File: src/hw/rtl/keyframe_linear_interpolator_assert.svh
// Assertion macros for the keyframe interpolator RTL.
// Depends on nothing; included by the modules that check themselves.
`ifndef KEYFRAME_LINEAR_INTERPOLATOR_ASSERT_SVH
`define KEYFRAME_LINEAR_INTERPOLATOR_ASSERT_SVH
`ifndef SYNTHESIS
`define KLI_ASSERT(label, clk, rst_n, prop) \
  label: assert property (@(posedge clk) disable iff (!rst_n) prop) \
    else $error("assertion failed");
`define KLI_ASSERT_NEXT(label, clk, rst_n, a, b) \
  label: assert property (@(posedge clk) disable iff (!rst_n) (a) |=> (b)) \
    else $error("assertion failed");
`else
`define KLI_ASSERT(label, clk, rst_n, prop)
`define KLI_ASSERT_NEXT(label, clk, rst_n, a, b)
`endif
`endif

File: src/hw/rtl/kli_pkg.sv
// Package for the keyframe interpolator: request/result structs, codes, control structs.
// Depends on nothing.
package kli_pkg;
  localparam int MAX_KEYS = 64;
  localparam int MAX_COMPONENTS = 4;
  localparam logic CMD_WRITE = 1'b0;
  localparam logic CMD_QUERY = 1'b1;
  localparam logic [1:0] REG_KEY_COUNT = 2'd0;
  localparam logic [1:0] REG_INTERP_MODE = 2'd1;
  localparam logic [1:0] REG_COMP_COUNT = 2'd2;
  localparam logic [16:0] WEIGHT_ONE = 17'd65536;

  typedef struct packed {
    logic               command;
    logic [5:0]         key_slot;
    logic [31:0]        time_req;
    logic signed [31:0] value_a;
    logic signed [31:0] value_b;
    logic signed [31:0] value_c;
    logic signed [31:0] value_d;
  } in_item_t;

  typedef struct packed {
    logic signed [31:0] result_a;
    logic signed [31:0] result_b;
    logic signed [31:0] result_c;
    logic signed [31:0] result_d;
    logic [5:0]         lower_key;
    logic [5:0]         upper_key;
    logic [16:0]        upper_weight;
  } out_item_t;

  // controller -> datapath
  typedef struct packed {
    logic load;       // capture request
    logic wr_key;     // store keyframe
    logic rd_time;    // read time at scan index
    logic scan_init;
    logic scan_step;  // compare time, advance
    logic rd_vals;    // read lower/upper values
    logic div_init;
    logic div_step;
    logic mul_comp;   // mix in one value read
    logic emit;
  } dp_cmd_t;

  // datapath -> controller
  typedef struct packed {
    logic is_query;
    logic wr_busy;    // value sweep of a write still running
    logic scan_done;
    logic div_done;
    logic comp_done;
  } dp_sts_t;
endpackage

File: src/hw/rtl/kli_ctrl.sv
// Controller state machine for the keyframe interpolator.
// Depends on kli_pkg and the assertion header.
`include "keyframe_linear_interpolator_assert.svh"
module kli_ctrl (
  input  logic             clk,
  input  logic             rst_n,
  input  logic             start,
  input  kli_pkg::dp_sts_t sts,
  output logic             busy,
  output kli_pkg::dp_cmd_t cmd
);
  typedef enum logic [3:0] {
    S_IDLE, S_DECODE, S_WRV, S_RDT, S_WAITT, S_SCAN, S_DIVI, S_DIV, S_RDV, S_WAITV, S_MUL,
    S_EMIT
  } state_t;
  state_t state_r, state_nxt;

  always_comb begin
    state_nxt = state_r;
    cmd = '0;
    unique case (state_r)
      S_IDLE:   if (start) begin cmd.load = 1'b1; state_nxt = S_DECODE; end
      S_DECODE: begin
        if (sts.is_query) begin cmd.scan_init = 1'b1; state_nxt = S_RDT; end
        else begin cmd.wr_key = 1'b1; state_nxt = S_WRV; end
      end
      // hold off new requests until all values are stored
      S_WRV:    if (!sts.wr_busy) state_nxt = S_IDLE;
      S_RDT:    begin cmd.rd_time = 1'b1; state_nxt = S_WAITT; end
      S_WAITT:  state_nxt = S_SCAN;
      S_SCAN:   begin
        cmd.scan_step = 1'b1;
        state_nxt = sts.scan_done ? S_DIVI : S_RDT;
      end
      S_DIVI:   begin cmd.div_init = 1'b1; state_nxt = S_DIV; end
      S_DIV:    begin cmd.div_step = 1'b1; if (sts.div_done) state_nxt = S_RDV; end
      S_RDV:    begin cmd.rd_vals = 1'b1; state_nxt = S_WAITV; end
      S_WAITV:  state_nxt = S_MUL;
      S_MUL:    begin
        cmd.mul_comp = 1'b1;
        state_nxt = sts.comp_done ? S_EMIT : S_RDV;
      end
      S_EMIT:   begin cmd.emit = 1'b1; state_nxt = S_IDLE; end
      default:  state_nxt = S_IDLE;
    endcase
  end

  always_ff @(posedge clk) begin
    if (!rst_n) state_r <= S_IDLE;
    else state_r <= state_nxt;
  end
  assign busy = (state_r != S_IDLE);

  `KLI_ASSERT_NEXT(a_start_busy, clk, rst_n, start && !busy, busy)
  `KLI_ASSERT(a_one_cmd, clk, rst_n, $onehot0({cmd.load, cmd.emit, cmd.wr_key, cmd.div_step}))
  `KLI_ASSERT_NEXT(a_emit_idle, clk, rst_n, cmd.emit, !busy)
endmodule

File: config.mk
export PLATFORM = sky130hd
export DESIGN_NAME = kli_ctrl
export DESIGN_NICKNAME = d
export VERILOG_FILES = /design/src/hw/rtl/kli_pkg.sv /design/src/hw/rtl/kli_ctrl.sv
export VERILOG_INCLUDE_DIRS = /design/src /design/src/hw/rtl
export SDC_FILE = /design/constraint.sdc
export NUM_CORES = 1
export LEC_CHECK = 0
export BUFFER_PORTS_ARGS = -buffer_cell sky130_fd_sc_hd__buf_2
export CORE_AREA = 2 2 39 41
export CTS_CLUSTER_DIAMETER = 60
export DETAILED_ROUTE_END_ITERATION = 6
export DIE_AREA = 0 0 41 43
export GPL_ROUTABILITY_DRIVEN = 0
export GPL_TIMING_DRIVEN = 1
export PLACE_DENSITY = 0.56
export SLEW_MARGIN = 0
export SYNTH_ARGS = -nofsm -noshare
export SYNTH_HDL_FRONTEND = slang
export SYNTH_SLANG_ARGS = --single-unit
File: constraint.sdc
create_clock -name clk -period 1.6 [get_ports clk]
set_input_delay 0.16 -clock clk [delete_from_list [all_inputs] [get_ports clk]]
set_output_delay 0.16 -clock clk [all_outputs]
set_load 0.03 [all_outputs]
# [Word level (Yosys, flattened, before mapping)]
# Cells that the tools add are included.
[totals] register_bits=4 input_bits=8 out_inout_bits=11 wordCells=38
[op_classes] eq_ne=14 muxes=20 n_reduce_logical=3
[ops] cell="4-bit case mux with 11 select lines" n=1
[ops] cell="4-bit by 3-bit equality test with 1-bit output, second input constant" n=4
[ops] cell="4-bit equality test, second input constant" n=4
[ops] cell="1-bit 2-to-1 mux" n=14
[ops] cell="4-bit 2-to-1 mux" n=3
[ops] cell="4-bit by 2-bit equality test with 1-bit output, second input constant" n=2
[ops] cell="2-bit != test, second input constant" n=3
[ops] cell="4-bit by 1-bit equality test with 1-bit output, second input constant" n=1
[ops] cell="4-bit logical NOT" n=1
[ops] cell="4-bit nonzero test" n=1
[ops] cell="3-bit 2-to-1 mux" n=1
[ops] cell="3-bit AND reduction" n=1
[ops] cell="2-bit 2-to-1 mux" n=1

# [Logic depth before layout (Yosys ltp)]
# Gate-level depths: netlist of the first run.
[depth] depth_word=3 ltp_mapped=5 ltp_nobuf=4

# [Worst setup path before layout of the first run]
# Ideal clock, no wire load.
[synth_timing] path_type="register to output" startpoint="reg state_r[1]" endpoint="out cmd[6] (netlist bit)" arrival_time_ns=1.678 t_required_ns=1.440 path_slack_ns=-0.238 stages_incl_launch_ff=4 n_path_buf=1 path_cell_list="dfxtp_1 buf_2 nand2b_1 nor4b_1"
[synth_lines] item="start, declared" line="kli_ctrl.sv:16" source="state_t state_r, state_nxt;"
[synth_lines] item="start signal, assigned" line="kli_ctrl.sv:50" source="else state_r <= state_nxt;"
[synth_lines] item="end, declared" line="kli_ctrl.sv:10" source="output kli_pkg::dp_cmd_t cmd"

==> impl_metrics.py, run 1 <==
metrics = {
    "outcome": {
        "status": "completed",
    },
    "sta": {
        "tightest_slew_ps": 236,
        "fin_worst_skew_ps": 4.99,
        "setup_violations": 0,
        "hold_viol_final": 0,
        "report.final.slew_viol_count": 0,
        "fin_tns_setup_ps": 0,
        "clock.fmax_mhz": 650,
        "fin_crit_ps": 1540,
        "fin_ws_ps": 61.2,
        "slew_headroom_pct": 84.2,
        "period_share_pct": 96.2,
        "hold_ws_ps": 212,
    },
    "finish": {
        "final_cell_mix": "17 x buf_2, 7 x nor2_1, 5 x nand2b_1, 5 x a21oi_1, 4 x buf_4",
        "fin_area_um2": 502,
        "top_regs": "state_r x4",
        "final_common_cell": "buf_2",
        "final_cells": 85,
        "layout.nets": 79,
        "drive_gt1_share_pct": 44.9,
        "largest_register": "state_r",
        "diodes": 0,
        "largest_reg_flops": 4,
        "area_delta_synth_final_pct": 44.2,
        "fillers": 158,
    },
    "clock_network": {
        "cts_buffers": 3,
        "cts-htree-levels": 1,
        "clk_path_buf_depth": 2,
        "post_cts_buffers": 0,
        "cts_tree": "done",
        "cts.root.buffer_cell": "clkbuf_4",
        "cts.clk_slew.worst_paths_ps": 40,
        "insertion_delay_ps": 230,
        "cts.sinks": 4,
    },
    "critical_path": {
        "cp-start-kind": "flop",
        "cp.required_ps": 1440,
        "worstSetupPathType": "flop to output pin",
        "arrival_ps": 1380,
        "end_kind": "output pin",
        "ff2ff_setup_slack_ps": 250,
        "path_max_fanout": 3,
    },
    "global_route": {
        "grt.total_usage_pct": 11.2,
        "grt_max_degree": 13,
        "grt_pass1_wl_um": 1350,
        "overflow": 0,
        "grt_pass1_vias": 335,
        "antenna_found_initial": 0,
    },
    "synthesis": {
        "syn_area_per_cell_um2": 7.10,
        "synth_cell_types": 23,
        "syn_area_um2": 348,
        "ys_ff_latch": 4,
        "yosysWarnings": 0,
        "syn-instance-count": 49,
        "syn_nets": 57,
        "seq_area_frac_synth_pct": 23.0,
    },
    "place": {
        "dp.cells": 82,
        "hpwlAfterDp_um": 676,
        "dpl_cell_area_um2": 473,
        "pre_cts_slack_ps": 228,
        "io_buffer_count": 18,
    },
    "detailed_routing": {
        "routed_wl_um": 847,
        "wl_per_cell_um": 9.96,
        "route.detailed.drc": 0,
        "postRouteAntennaNets": 0,
        "drt_iter0_drc": 4,
        "num_vias": 407,
        "vias_per_cell": 4.79,
        "dr.pass1.iters": 2,
    },
    "floorplan": {
        "placementRows": 14,
        "die_w_um": 41,
        "coreArea_mm2": 0.00138,
        "initial_core_util_pct": 25.1,
        "die_height_um": 43,
        "pin_count": 19,
        "die-area_mm2": 0.00176,
    },
    "pwr": {
        "vdd_drop_max_uv": 334,
        "leakagePower_uw": 0.000226,
        "power_density_mw_per_mm2": 737,
    },
    "flow_run": {
        "drv_cap": 0,
    },
    "worst_hold_path": {
        "hold_path_class": "input port to flop",
    },
}
==> cells in the mapped netlist <==
library cell | n | area, um^2
nor2_1 | 8 | 30.0
a21oi_1 | 5 | 25.0
nand2b_1 | 5 | 31.3
buf_2 | 4 | 20.0
dfxtp_1 | 4 | 80.1
inv_1 | 3 | 11.3
a211oi_1 | 2 | 15.0
nor3_1 | 2 | 10.0
o21a_1 | 2 | 15.0
a21boi_0 | 1 | 7.51
a32o_1 | 1 | 10.0
mux2i_1 | 1 | 10.0
nand2_1 | 1 | 3.75
nand3b_1 | 1 | 7.51
nor2b_1 | 1 | 6.26
nor3b_1 | 1 | 7.51
nor4_1 | 1 | 6.26
nor4b_1 | 1 | 8.76
o21ai_0 | 1 | 5.00
o21ai_2 | 1 | 8.76
o32ai_1 | 1 | 8.76
or3b_2 | 1 | 8.76
or4_4 | 1 | 11.3
==> kinds of logic after synthesis <==
| logic type | after synthesis | synth area share [%] |
|---|---|---|
| AOI/OAI and AO/OA | 14 | 27.3 |
| and+or+nand+nor | 23 | 37.8 |
| muxes | 1 | 2.88 |
| buffers and inverters | 7 | 8.99 |
| DFF | 4 | 23.0 |
==> timing repair <==
item	4_1_cts	5_1_grt
hold buffers	0	0
endpoints found under the setup margin	0	3
resized for setup	0	3
==> metal layers <==
| layer | vias to the layer above | wire, um | global-route usage (%) | part of all wire, % |
|---|---|---|---|---|
| met1 | 184 | 372 | 13.8 | 44 |
| met4 | 0 | 0 | 6.00 | 0 |
| li1 | 215 | - | - | - |
| met2 | 8 | 422 | 15.6 | 50 |
| met3 | 0 | 52 | 5.24 | 6.1 |
| met5 | - | 0 | 0 | 0 |
==> critical path, cell delays in order (launching register included) <==
cell	delay (ps)
dfxtp_1	310
or4_4	550
nor2_1	90
buf_2	200
==> stage by stage <==
stage	util (%)	power [uW]
6_report	36.3	370
5_1_grt	36.3	394
4_1_cts	35.8	376
3_5_place_dp	34.2	250
3_3_place_gp	34.2	251
2_1_floorplan	-	211
==> final cells by class <==
type | instances | area [um^2] | share of cell area, %
timing repair buffer | 21 | 115 | 22.9
sequential | 4 | 81.3 | 16.2
inverter | 3 | 11.3 | 2.24
clock buffer | 3 | 22.5 | 4.49
tap | 16 | 20.0 | 3.99
multi-input combinational | 38 | 251 | 50.1
==> power breakdown <==
part	internal [uW]	leakage, uW	total (uW)	switching (uW)
logic	58.5	0.000179	138	79.9
registers	107	0.0000331	111	4.24
clock network	83.6	0.0000138	120	36.8
total	249	0.000226	370	121
==> path summary, 6_finish.rpt <==
path,end,startpoint,cells past startpoint
max,cmd[9],state_r[0],3
min,state_r[1],rst_n,2
max reg2reg,state_r[0],state_r[0],4
min reg2reg,state_r[2],state_r[3],1
(Power assumes the default switching activity.)
==> run 2: changes to the inputs <==
==> constraint.sdc (replaced) <==
create_clock -name clk -period 1.7 [get_ports clk]
set_input_delay 0.17 -clock clk [delete_from_list [all_inputs] [get_ports clk]]
set_output_delay 0.17 -clock clk [all_outputs]
set_load 0.03 [all_outputs]
==> impl_metrics.py, run 2 (synthesis results as in run 1) <==
metrics = {
    "finish": {
        "final_common_cell": "buf_2",
        "largest_reg_flops": 4,
        "drive_gt1_share_pct": 43.3,
        "final_cells": 83,
        "layout.nets": 77,
        "top_regs": "state_r x4",
        "largest_register": "state_r",
        "area_delta_synth_final_pct": 38.5,
        "fillers": 159,
        "diodes": 0,
        "final_cell_mix": "17 x buf_2, 7 x nor2_1, 5 x nand2b_1, 5 x a21oi_1, 4 x clkbuf_4",
    },
    "global_route": {
        "grt_pass1_vias": 340,
        "grt_pass1_wl_um": 1350,
        "grt_max_degree": 13,
        "grt.total_usage_pct": 11.1,
        "antenna_found_initial": 0,
        "overflow": 0,
    },
    "critical_path": {
        "cp_slowest_stage_delay_ps": 560,
        "arrival_ps": 1460,
        "r2r-start": "state_r[0]",
        "critPathBufInv": 1,
        "cp.required_ps": 1530,
        "r2r-end": "state_r[0]",
        "worstSetupPathType": "flop to output pin",
        "path_delay_family": "simple AND/OR/NAND/NOR gates",
        "path_cells": "or4_4 -> nor2_1 -> clkbuf_4",
        "ff2ff_setup_slack_ps": 280,
        "crit_cells": 3,
        "cp-start-kind": "flop",
        "end_kind": "output pin",
        "critPathSlowestCell": "or4_4",
        "path_max_fanout": 12,
        "r2r_cells": 4,
    },
    "sta": {
        "fin_worst_skew_ps": 6.90,
        "hold_viol_final": 0,
        "slew_headroom_pct": 73.7,
        "fin_tns_setup_ps": 0,
        "tightest_slew_ps": 394,
        "setup_violations": 0,
        "fin_crit_ps": 1630,
        "report.final.slew_viol_count": 0,
        "period_share_pct": 95.6,
        "rsz0062_at_grt": "no",
        "clock.fmax_mhz": 615,
        "hold_ws_ps": 224,
    },
    "worst_hold_path": {
        "hold_path_class": "input port to flop",
        "worstHoldEndpoint": "state_r[1]",
        "holdCritStartpoint": "rst_n",
        "hold_depth": 2,
    },
    "clock_network": {
        "cts.root.buffer_cell": "clkbuf_4",
        "cts.clk_slew.worst_paths_ps": 40,
        "cts.sinks": 4,
        "cts_tree": "done",
        "insertion_delay_ps": 230,
        "cts_buffers": 3,
        "clk_path_buf_depth": 2,
        "post_cts_buffers": 0,
        "cts-htree-levels": 1,
    },
    "detailed_routing": {
        "dr_wl_met2_um": 429,
        "highest_layer": "met3",
        "routed_wl_um": 870,
        "wl_met3_um": 42,
        "route.detailed.drc": 0,
        "postRouteAntennaNets": 0,
        "num_vias": 408,
        "drt_iter0_drc": 4,
        "wl_met1_um": 397,
        "dr.pass1.iters": 4,
        "vias_per_cell": 4.92,
        "wl_per_cell_um": 10.5,
    },
    "place": {
        "hpwlAfterDp_um": 665,
        "io_buffer_count": 18,
        "dp.cells": 80,
    },
    "floorplan": {
        "coreArea_mm2": 0.00138,
        "die-area_mm2": 0.00176,
        "die_height_um": 43,
        "pin_count": 19,
        "die_w_um": 41,
        "placementRows": 14,
        "initial_core_util_pct": 25.1,
    },
    "flow_run": {
        "drv_cap": 0,
    },
    "pwr": {
        "leakagePower_uw": 0.000215,
        "power_density_mw_per_mm2": 708,
        "vdd_drop_max_uv": 304,
    },
    "outcome": {
        "status": "completed",
    },
}
==> run 2: changes by cell type in the layout (fill, tap and decap cells not counted) <==
| cell | before | now |
|---|---|---|
| dfxtp_2 | 1 | 2 |
| nor4_2 | 1 | 0 |
| clkbuf_4 | 3 | 4 |
| buf_4 | 4 | 1 |
| dfxtp_1 | 3 | 2 |
| nor4_1 | 0 | 1 |
==> run 2: through the flow <==
stage / util, % / worst slack [ps] / total power (uW) / instance area (um^2)
3_5_place_dp: 32.6 / 226 / 227 / 452
5_1_grt: 34.8 / 6.02 / 363 / 482
6_report: 34.8 / 74.5 / 341 / 482
2_1_floorplan: - / 1.79 / 198 / 354
4_1_cts: 34.3 / 9.71 / 346 / 474
3_3_place_gp: 32.6 / 246 / 226 / 452
==> run 2: cell type report <==
cell class	instances	area (um^2)	area share (%)
multi-input combinational	38	245	50.9
tap	16	20.0	4.16
timing repair buffer	19	100	20.8
clock buffer	3	22.5	4.68
sequential	4	82.6	17.1
inverter	3	11.3	2.34
==> run 2: how the worst max path moves through the flow <==
stage | start | end
floorplan | state_r[1] | cmd[8]
global placement | state_r[0] | state_r[0]
CTS | state_r[0] | cmd[9]
global route | state_r[0] | cmd[9]
finish | state_r[0] | cmd[9]
detailed placement | state_r[0] | state_r[0]
==> run 2: metal layers <==
| layer | GRT usage, % | vias to the layer above |
|---|---|---|
| li1 | - | 212 |
| met1 | 14.5 | 188 |
| met2 | 15.0 | 8 |
| met3 | 4.71 | 0 |
| met4 | 6.00 | 0 |
| met5 | 0 | - |
==> run 2: repair_timing <==
action | CTS | global route
endpoints found under the setup margin | 0 | 2
hold endpoints to repair | 0 | 0
gates resized for setup | 0 | 4
hold buffers | 0 | 0
==> run 2: where the power goes <==
part	internal (uW)	switching (uW)	total (uW)
registers	102	15.4	117
logic	48.5	62.6	111
clock network	78.6	34.4	113
==> run 2: worst reg2reg max path, delay by kind of cell (launching register included) <==
family           cells  cell delay [ps]
AND/OR/NAND/NOR      2              620
flip-flops           1              370
AO/OA/AOI/OAI        2              320
==> run 3: changes to the inputs <==
--- a/config.mk
+++ b/config.mk
@@ -13,7 +13,8 @@
 export DIE_AREA = 0 0 41 43
 export GPL_ROUTABILITY_DRIVEN = 0
 export GPL_TIMING_DRIVEN = 1
-export PLACE_DENSITY = 0.56
+export PLACE_DENSITY = 0.58
+export SKIP_CTS_REPAIR_TIMING = 1
 export SLEW_MARGIN = 0
 export SYNTH_ARGS = -nofsm -noshare
 export SYNTH_HDL_FRONTEND = slang
==> constraint.sdc (replaced) <==
create_clock -name clk -period 1.36 [get_ports clk]
set_input_delay 0.136 -clock clk [delete_from_list [all_inputs] [get_ports clk]]
set_output_delay 0.136 -clock clk [all_outputs]
set_load 0.03 [all_outputs]
==> impl_metrics.py, run 3 (synthesis results as in run 1) <==
metrics = {
    "outcome": {
        "status": "finished with violations",
        "violations": "negative setup slack",
    },
    "pwr": {
        "combPwrFrac_pct": 44.4,
        "clkPwrFrac_pct": 29.2,
        "p_sw_uw": 173,
        "vdd_drop_max_uv": 346,
        "p_seq_share_pct": 26.3,
        "p_int_uw": 325,
        "power_density_mw_per_mm2": 765,
        "switching_share_pct": 34.7,
        "leakagePower_uw": 0.000282,
        "power_uw": 499,
    },
    "sta": {
        "slew_headroom_pct": 81.6,
        "rsz0062_at_grt": "yes",
        "report.final.slew_viol_count": 0,
        "period_share_pct": 108,
        "clock.fmax_mhz": 680,
        "fin_crit_ps": 1470,
        "hold_viol_final": 0,
        "setup_violations": 4,
        "tightest_slew_ps": 275,
        "fin_worst_skew_ps": 1.70,
        "fin_tns_setup_ps": -284,
        "fin_ws_ps": -110,
    },
    "detailed_routing": {
        "route.detailed.drc": 0,
        "postRouteAntennaNets": 0,
        "num_vias": 471,
        "vias_per_cell": 5.18,
        "wl_per_cell_um": 12.9,
        "routed_wl_um": 1170,
        "dr.pass1.iters": 4,
        "drt_iter0_drc": 4,
    },
    "floorplan": {
        "die_height_um": 43,
        "die_w_um": 41,
        "pin_count": 19,
        "coreArea_mm2": 0.00138,
        "placementRows": 14,
        "initial_core_util_pct": 25.1,
        "die-area_mm2": 0.00176,
    },
    "clock_network": {
        "cts-htree-levels": 1,
        "cts.clk_slew.worst_paths_ps": 30,
        "cts.sinks": 4,
        "insertion_delay_ps": 230,
        "cts.root.buffer_cell": "clkbuf_4",
        "cts_tree": "done",
        "clk_path_buf_depth": 2,
        "cts_buffers": 3,
    },
    "worst_hold_path": {
        "hold_path_class": "input port to flop",
    },
    "critical_path": {
        "cp-start-kind": "flop",
        "worstSetupPathType": "flop to output pin",
        "arrival_ps": 1330,
        "path_max_fanout": 3,
        "cp.required_ps": 1220,
        "end_kind": "output pin",
    },
    "finish": {
        "final_common_cell": "buf_4",
        "layout.nets": 85,
        "drive_gt1_share_pct": 60.0,
        "top_regs": "state_r x4",
        "largest_reg_flops": 4,
        "final_cell_mix": "12 x buf_4, 10 x buf_2, 6 x nor2_1, 5 x buf_6, 4 x a21oi_1",
        "area_delta_synth_final_pct": 87.4,
        "largest_register": "state_r",
        "fillers": 141,
        "diodes": 0,
    },
    "global_route": {
        "grt_max_degree": 13,
        "antenna_found_initial": 0,
        "grt_pass1_vias": 383,
        "grt.total_usage_pct": 12.0,
        "grt_pass1_wl_um": 1440,
        "overflow": 0,
    },
    "place": {
        "hpwlAfterDp_um": 735,
        "pre_cts_slack_ps": 10.7,
        "io_buffer_count": 18,
    },
    "flow_run": {
        "drv_cap": 0,
    },
}
run 3: power groups by stage:
stage	combinational (uW)	sequential [uW]	clock (uW)
floorplan	121	130	0
global placement	166	131	0
detailed placement	168	132	0
CTS	168	130	154
global route	234	132	168
finish	221	131	146
run 3: worst paths after layout:
kind | startpoint | endpoint | slack [ps] | cells past startpoint
max | state_r[1] | cmd[9] | -110 | 3
min | rst_n | state_r[1] | 190 | 2
max reg2reg | state_r[1] | state_r[0] | -10 | 4
min reg2reg | state_r[3] | state_r[2] | 620 | 2
run 3: per-stage QoR:
| step | util, % | hold WS (ps) | cell area [um^2] | instances |
|---|---|---|---|---|
| 2_1_floorplan | - | 264 | 375 | 49 |
| 3_3_place_gp | 35.8 | 425 | 495 | 83 |
| 3_5_place_dp | 35.8 | 438 | 495 | 83 |
| 4_1_cts | 37.4 | 194 | 518 | 86 |
| 5_1_grt | 47.1 | 197 | 652 | 91 |
| 6_report | 47.1 | 192 | 652 | 91 |
run 3: area by class of cell:
cell class	count	area, um^2	area share, %
Clock buffer	3	22.5	3.45
Inverter	3	11.3	1.73
Multi-Input combinational cell	38	320	49.1
Sequential cell	4	81.3	12.5
Tap cell	16	20.0	3.07
Timing Repair Buffer	27	196	30.1
run 3: critical path, cell delays in order, from the launching register on:
cell and delay [ps]:
dfxtp_1 300, or4_4 570, nor2_4 100, buf_6 130
run 3: metal layers:
metal	part of all wire [%]	vias up	GRT usage (%)
li1	-	228	-
met2	57	17	19.7
met3	4.5	2	3.14
met5	0	-	0
met4	1.4	0	8.00
met1	37	224	12.5
